## src/rtl/core/bia_pkg.sv

```systemverilog
// Shared constants, register indexes and status codes of the bitmap identifier allocator.
package bia_pkg;

  localparam int MAP_WORDS = 128;
  localparam int MAP_AW    = (MAP_WORDS > 1) ? $clog2(MAP_WORDS) : 1;
  localparam int IDX_W     = MAP_AW + 5;
  localparam int CNT_W     = IDX_W + 1;
  localparam int WORD_W    = 32;

  localparam int ID_W      = 16;
  localparam int COUNT_W   = 13;
  localparam int CFG_W     = 16;

  localparam logic [ID_W-1:0]    BASE_RESET  = 16'd300;
  localparam logic [COUNT_W-1:0] COUNT_RESET = 13'd4096;

  localparam logic REG_BASE_ID  = 1'b0;
  localparam logic REG_ID_COUNT = 1'b1;

  localparam logic ACT_ALLOC   = 1'b0;
  localparam logic ACT_RELEASE = 1'b1;

  localparam logic [1:0] ST_ALLOCATED    = 2'd0;
  localparam logic [1:0] ST_NONE_FREE    = 2'd1;
  localparam logic [1:0] ST_RELEASED     = 2'd2;
  localparam logic [1:0] ST_OUT_OF_RANGE = 2'd3;

endpackage

```

## src/rtl/core/bia_ram.sv

```systemverilog
// Generic single-port-write, single-port-read RAM with registered read data.
module bia_ram #(
  parameter int WIDTH = 32,
  parameter int DEPTH = 128
) (
  input  logic                                       clk,
  input  logic                                       we,
  input  logic [((DEPTH > 1) ? $clog2(DEPTH) : 1)-1:0] waddr,
  input  logic [WIDTH-1:0]                           wdata,
  input  logic                                       re,
  input  logic [((DEPTH > 1) ? $clog2(DEPTH) : 1)-1:0] raddr,
  output logic [WIDTH-1:0]                           rdata
);

  logic [WIDTH-1:0] mem [DEPTH];

  always_ff @(posedge clk) begin
    if (we) begin
      mem[waddr] <= wdata;
    end
    if (re) begin
      rdata <= mem[raddr];
    end
  end

endmodule

```

## src/rtl/core/bitmap_id_allocator.sv

```systemverilog
// Top level of the bitmap identifier allocator: sequencer, range logic and bitmap memory.
//
// One used bit per identifier lives in a MAP_WORDS x 32 bitmap RAM. An allocate scans the
// RAM one word per cycle through its single read port and takes the lowest free bit; the
// scan ends at the first word with a free bit in range, or after the last word in range
// when none is free. A release reads and rewrites one word; an out-of-range release or an
// allocate on an empty range answers without leaving idle. Each result appears for exactly
// one cycle with done high and must be taken then. busy drops in the cycle done shows, so
// the next start may coincide with a result. Per-word valid flops cleared by reset stand
// for a zeroed map; no clearing pass is needed.
module bitmap_id_allocator
  import bia_pkg::*;
(
  input  logic             clk,
  input  logic             rst,
  input  logic             cfg_we,
  input  logic             cfg_index,
  input  logic [CFG_W-1:0] cfg_data,
  input  logic             start,
  output logic             busy,
  input  logic             action,
  input  logic [ID_W-1:0]  release_id,
  output logic             done,
  output logic [ID_W-1:0]  result_id,
  output logic [1:0]       status
);

  localparam logic [1:0] S_IDLE = 2'd0;
  localparam logic [1:0] S_SCAN = 2'd1;
  localparam logic [1:0] S_REL  = 2'd2;

  localparam logic [16:0] CAP = 17'(MAP_WORDS * WORD_W);

  logic [1:0]         state;
  logic [ID_W-1:0]    base_id;
  logic [COUNT_W-1:0] id_count;
  logic [CNT_W-1:0]   n;
  logic [MAP_AW:0]    w;
  logic               chk_v;
  logic [MAP_AW-1:0]  chk_w;
  logic [4:0]         rel_bit;
  logic [MAP_AW-1:0]  rel_word;
  logic [MAP_WORDS-1:0] row_valid;
  logic               row_v_q;

  // Active range at the start beat.
  logic [16:0]        room;
  logic [16:0]        n_full;
  logic [CNT_W-1:0]   n_start;
  logic [16:0]        diff;
  logic               in_range;

  // Memory ports.
  logic               ram_we;
  logic [MAP_AW-1:0]  ram_waddr;
  logic [WORD_W-1:0]  ram_wdata;
  logic               ram_re;
  logic [MAP_AW-1:0]  ram_raddr;
  logic [WORD_W-1:0]  ram_q;
  logic [WORD_W-1:0]  word;

  // Scan datapath.
  logic               issue;
  logic [CNT_W-1:0]   left;
  logic [WORD_W-1:0]  free_bits;
  logic               found;
  logic [4:0]         found_bit;
  logic [IDX_W-1:0]   k;

  assign busy = (state != S_IDLE);

  always_comb begin
    room   = 17'h10000 - {1'b0, base_id};
    n_full = {4'b0, id_count};
    if (n_full > CAP) begin
      n_full = CAP;
    end
    if (n_full > room) begin
      n_full = room;
    end
    n_start  = n_full[CNT_W-1:0];
    diff     = {1'b0, release_id} - {1'b0, base_id};
    in_range = (release_id >= base_id) && (diff < {{(17-CNT_W){1'b0}}, n_start});
  end

  assign word  = row_v_q ? ram_q : '0;
  assign issue = (state == S_SCAN) && (w < (MAP_AW+1)'(MAP_WORDS)) &&
                 ({w, 5'b0} < n);
  assign left  = n - {1'b0, chk_w, 5'b0};

  always_comb begin
    for (int i = 0; i < WORD_W; i++) begin
      free_bits[i] = ~word[i] && (CNT_W'(i) < left);
    end
    found     = |free_bits;
    found_bit = '0;
    for (int i = WORD_W - 1; i >= 0; i--) begin
      if (free_bits[i]) begin
        found_bit = 5'(i);
      end
    end
    k = {chk_w, found_bit};
  end

  always_comb begin
    ram_re    = 1'b0;
    ram_raddr = w[MAP_AW-1:0];
    ram_we    = 1'b0;
    ram_waddr = chk_w;
    ram_wdata = word | (WORD_W'(1) << found_bit);
    if (state == S_IDLE) begin
      ram_re    = start && (action == ACT_RELEASE) && in_range;
      ram_raddr = diff[IDX_W-1:5];
    end else if (state == S_SCAN) begin
      ram_re = issue;
      ram_we = chk_v && found;
    end else if (state == S_REL) begin
      ram_we    = 1'b1;
      ram_waddr = rel_word;
      ram_wdata = word & ~(WORD_W'(1) << rel_bit);
    end
  end

  bia_ram #(
    .WIDTH(WORD_W),
    .DEPTH(MAP_WORDS)
  ) u_map (
    .clk  (clk),
    .we   (ram_we),
    .waddr(ram_waddr),
    .wdata(ram_wdata),
    .re   (ram_re),
    .raddr(ram_raddr),
    .rdata(ram_q)
  );

  // Control state.
  always_ff @(posedge clk) begin
    if (rst) begin
      state     <= S_IDLE;
      done      <= 1'b0;
      chk_v     <= 1'b0;
      row_valid <= '0;
      base_id   <= BASE_RESET;
      id_count  <= COUNT_RESET;
    end else begin
      done <= 1'b0;
      if (cfg_we) begin
        case (cfg_index)
          REG_BASE_ID:  base_id  <= cfg_data[ID_W-1:0];
          REG_ID_COUNT: id_count <= cfg_data[COUNT_W-1:0];
          default: ;
        endcase
      end
      if (ram_we) begin
        row_valid[ram_waddr] <= 1'b1;
      end
      case (state)
        S_IDLE: begin
          chk_v <= 1'b0;
          if (start) begin
            if (action == ACT_ALLOC) begin
              if (n_start == '0) begin
                done <= 1'b1;
              end else begin
                state <= S_SCAN;
              end
            end else if (in_range) begin
              state <= S_REL;
            end else begin
              done <= 1'b1;
            end
          end
        end
        S_SCAN: begin
          chk_v <= issue;
          if (chk_v && (found || !issue)) begin
            state <= S_IDLE;
            chk_v <= 1'b0;
            done  <= 1'b1;
          end
        end
        S_REL: begin
          state <= S_IDLE;
          done  <= 1'b1;
        end
        default: state <= S_IDLE;
      endcase
    end
  end

  // Datapath registers.
  always_ff @(posedge clk) begin
    if (ram_re) begin
      row_v_q <= row_valid[ram_raddr];
    end
    case (state)
      S_IDLE: begin
        w        <= '0;
        n        <= n_start;
        rel_bit  <= diff[4:0];
        rel_word <= diff[IDX_W-1:5];
        if (start) begin
          if (action == ACT_ALLOC) begin
            result_id <= '0;
            status    <= ST_NONE_FREE;
          end else begin
            result_id <= release_id;
            status    <= ST_OUT_OF_RANGE;
          end
        end
      end
      S_SCAN: begin
        if (issue) begin
          w <= w + 1'b1;
        end
        chk_w <= w[MAP_AW-1:0];
        if (chk_v && found) begin
          result_id <= base_id + {{(ID_W-IDX_W){1'b0}}, k};
          status    <= ST_ALLOCATED;
        end
      end
      S_REL: begin
        status <= ST_RELEASED;
      end
      default: ;
    endcase
  end

endmodule

```

## config.mk

```make
export PLATFORM = sky130hd
export DESIGN_NAME = bitmap_id_allocator
export DESIGN_NICKNAME = d
export VERILOG_FILES = /design/src/rtl/core/bia_pkg.sv /design/src/rtl/core/bia_ram.sv /design/src/rtl/core/bitmap_id_allocator.sv
export SDC_FILE = /design/constraint.sdc
export NUM_CORES = 2
export LEC_CHECK = 0
export BUFFER_PORTS_ARGS = -buffer_cell sky130_fd_sc_hd__clkbuf_2
export CAP_MARGIN = 10
export CORE_MARGIN = 2
export CORE_UTILIZATION = 38
export DETAILED_ROUTE_END_ITERATION = 7
export PLACE_DENSITY = 0.63
export SYNTH_ARGS = -nofsm -noshare
export SYNTH_HDL_FRONTEND = slang
export SYNTH_SLANG_ARGS = --single-unit
```

## constraint.sdc

```tcl
create_clock -name clk -period 9.8 [get_ports clk]
set_input_delay 1.47 -clock clk [delete_from_list [all_inputs] [get_ports clk]]
set_output_delay 1.47 -clock clk [all_outputs]
set_load 0.02 [all_outputs]
```

==> impl_metrics.json <==
{
  "whs_endpoint": "id_count[9]",
  "final_common_cell": "nand2_1",
  "fin_crit_sh": 0.7397,
  "ys_async_sr_fraction": 0,
  "route.detailed.drc": 0,
  "first_pass_iters": 7,
  "drt_iter0_drc": 15816,
  "period_minus_slack_ns": 7.249,
  "path_buf_inv": 4,
  "cp-start-kind": "register",
  "synth_seq_cells": 4348,
  "min-delay-path-class": "reg -> reg",
  "final_cells": 20409,
  "worst_slew_pin_slew_ns": 1.245,
  "wire_per_inst_um": 25.77,
  "synth_flop_cell": "edfxtp_1",
  "reg2reg_depth": 28,
  "rsz0062_at_grt": "no",
  "r2r-end": "u_map.rdata[12]",
  "most-common-layout-cells": "nand2_1 (4376), edfxtp_1 (4187), nand3_1 (1294)",
  "grtUsageTotal": 0.2150,
  "dp_hpwl_mm": 286.4,
  "vdd_drop_max_v": 0.0001909,
  "crit_arrival_ns": 7.93,
  "ys_seq_area_frac": 0.7300,
  "syn_nets": 14119,
  "critPathCaptureType": "register",
  "num_rows": 250,
  "initial_core_util": 0.3813,
  "hold_slack_ns": 0.4555,
  "placed_cell_area_um2": 186100,
  "pwr-share-clk": 0.324,
  "port_buffers": 57,
  "crit_required_ns": 10.48,
  "cts_sinks": 4348,
  "path_common_cell": "a21o_1",
  "syn-cell-area_um2": 176700,
  "intPower_mw": 33.09,
  "grt_overflow": 0,
  "place.gp.congestion": 0.8934,
  "fill_cells": 41404,
  "syn_inst": 14005,
  "preCtsSetupSlack_ns": 2.557,
  "die_w_um": 685.8,
  "viasPerCell": 5.742,
  "dieHeight_um": 685.8,
  "post_cts_buffers": 0,
  "synth_edf_count": 4187,
  "cts_buffers": 424,
  "ys_types": 81,
  "postCtsHoldBufs": 0,
  "dp_cells": 19619,
  "core_region_area_um2": 463300,
  "max_stage_delay_ns": 0.72,
  "yosys_warnings": 0,
  "p_seq_frac": 0.420,
  "h-tree-depth": 5,
  "setup_ws_ns": 2.551,
  "clk-insertion-delay-late_ns": 1.05,
  "r2r-start": "base_id[1]",
  "grt_pass1_vias": 108049,
  "postCtsResizedCells": 0,
  "grt_max_degree": 147,
  "postLayoutCellArea_um2": 199600,
  "root_buffer": "clkbuf_16",
  "worstSetupPathType": "reg -> reg",
  "fin_skew_ns": 0.07284,
  "ant_nets": 0,
  "whs_path_depth": 2,
  "grt_pass1_wl_mm": 757.8,
  "rrSetupSlack_ns": 2.55,
  "routed_wl_mm": 525.9,
  "power.total_mw": 49.58,
  "syn_avg_cell_area_um2": 12.61,
  "syn2layout_area_growth_pct": 13.00,
  "p_sw_mw": 16.49,
  "critical_path.slowest_cell": "nor3b_1",
  "slew_headroom": 0.1702,
  "maxCapViolations": 0,
  "vias": 117182,
  "comb_power_share": 0.255,
  "power.density_nw_per_um2": 248.4,
  "ios": 58,
  "clockBufferDepth": 4,
  "switching_share": 0.3327,
  "leakagePower_nw": 67.41,
  "slew_viol_final": 0,
  "status": "finished, final reports clean",
  "fin_setup_tns_ns": 0,
  "hold_path_startpoint": "id_count[9]",
  "grt_antenna_before_repair": 23,
  "fmax_ghz": 0.1380,
  "cp_max_fo": 33,
  "drive_above_1_share": 0.08726,
  "final_util": 0.4309,
  "setup_viol": 0,
  "finalNetCount": 13986,
  "dieArea_um2": 470400,
  "cpLargestDelayFamily": "compound AO/OA/AOI/OAI gates",
  "clkTransAtPathRegs_ns": 0.06,
  "cts_tree": "built",
  "final_hold_viol_count": 0
}
==> power by group through the flow <==
stage               combinational (mW)  clock [mW]  sequential, mW
finish                            12.7        16.1            20.8
global route                      13.5        16.9            20.8
CTS                               12.5        16.2            20.8
detailed placement                12.5           0            21.2
global placement                  12.4           0            21.2
floorplan                         7.45           0            21.3
==> metal layers <==
metal | track usage | up-vias | share of wire
met2 | 0.3312 | 5876 | 0.45
li1 | - | 51551 | -
met4 | 0.08323 | 12 | 0.042
met5 | 0 | - | 0.00015
met3 | 0.03798 | 827 | 0.10
met1 | 0.3035 | 58916 | 0.41
==> cells by family after synthesis <==
logic type      count (synthesis)  synth area share
compound gates               1714           0.07532
mux                            22          0.001289
fa+ha+maj                      78          0.005638
xor+xnor                       37          0.001834
buf+inv                      1064           0.02312
simple gates                 6742            0.1628
flops                        4348            0.7300
==> cell usage after synthesis (22+ instances only) <==
cell type	number	area [um2]
a21o_1	24	180.2
and3_1	539	3372
a22oi_1	106	795.8
nand2_1	4384	16460
a311oi_1	602	5273
o21ai_0	69	345.3
nor3_1	22	110.1
xnor2_1	24	210.2
a31oi_1	212	1326
o21a_1	24	180.2
ha_1	73	913.4
a311o_1	256	2562
clkbuf_1	864	3243
buf_2	25	125.1
and4_1	32	280.3
a21oi_1	265	1326
dfxtp_1	161	3223
buf_1	80	300.3
nor2_1	361	1355
nand3_1	1294	6476
edfxtp_1	4187	125700
inv_1	87	326.6
==> registers in the layout (all words and copies together) (netlist names) <==
signal       cells
id_count        13
state            2
n               13
u_map.mem     4096
rel_bit          5
rel_word         7
base_id         16
done             1
row_v_q          1
w                8
result_id       16
u_map.rdata     32
chk_v            1
chk_w            7
row_valid      128
status           2
==> layout make-up <==
type	count	area, um2	area share
Sequential cell	4348	129000	0.6460
Tap cell	6174	7725	0.03870
Antenna cell	13	32.53	0.0001630
Clock inverter	252	2386	0.01195
Timing Repair Buffer	418	3854	0.01931
Clock buffer	524	11110	0.05565
Multi-Input combinational cell	8593	45230	0.2266
Inverter	87	326.6	0.001636
==> tightest hold or removal path: stages (launching register included) <==
cell	delay (ns)
dfxtp_1	0.30
nand2_1	0.05
a21oi_1	0.05
==> worst max-delay path by stage <==
| stage | from | to | slack [ns] | cells after the start |
|---|---|---|---|---|
| finish | base_id[1] | u_map.rdata[12] | 2.55 | 28 |
| global route | chk_w[0] | u_map.mem[121][1] | 2.14 | 17 |
| CTS | base_id[1] | u_map.rdata[12] | 2.58 | 28 |
| detailed placement | release_id[1] | u_map.rdata[9] | 2.56 | 17 |
| global placement | release_id[1] | u_map.rdata[31] | 2.29 | 17 |
| floorplan | chk_w[0] | u_map.mem[0][11] | -0.11 | 18 |
Note: power is estimated with default switching activity, not from simulation.
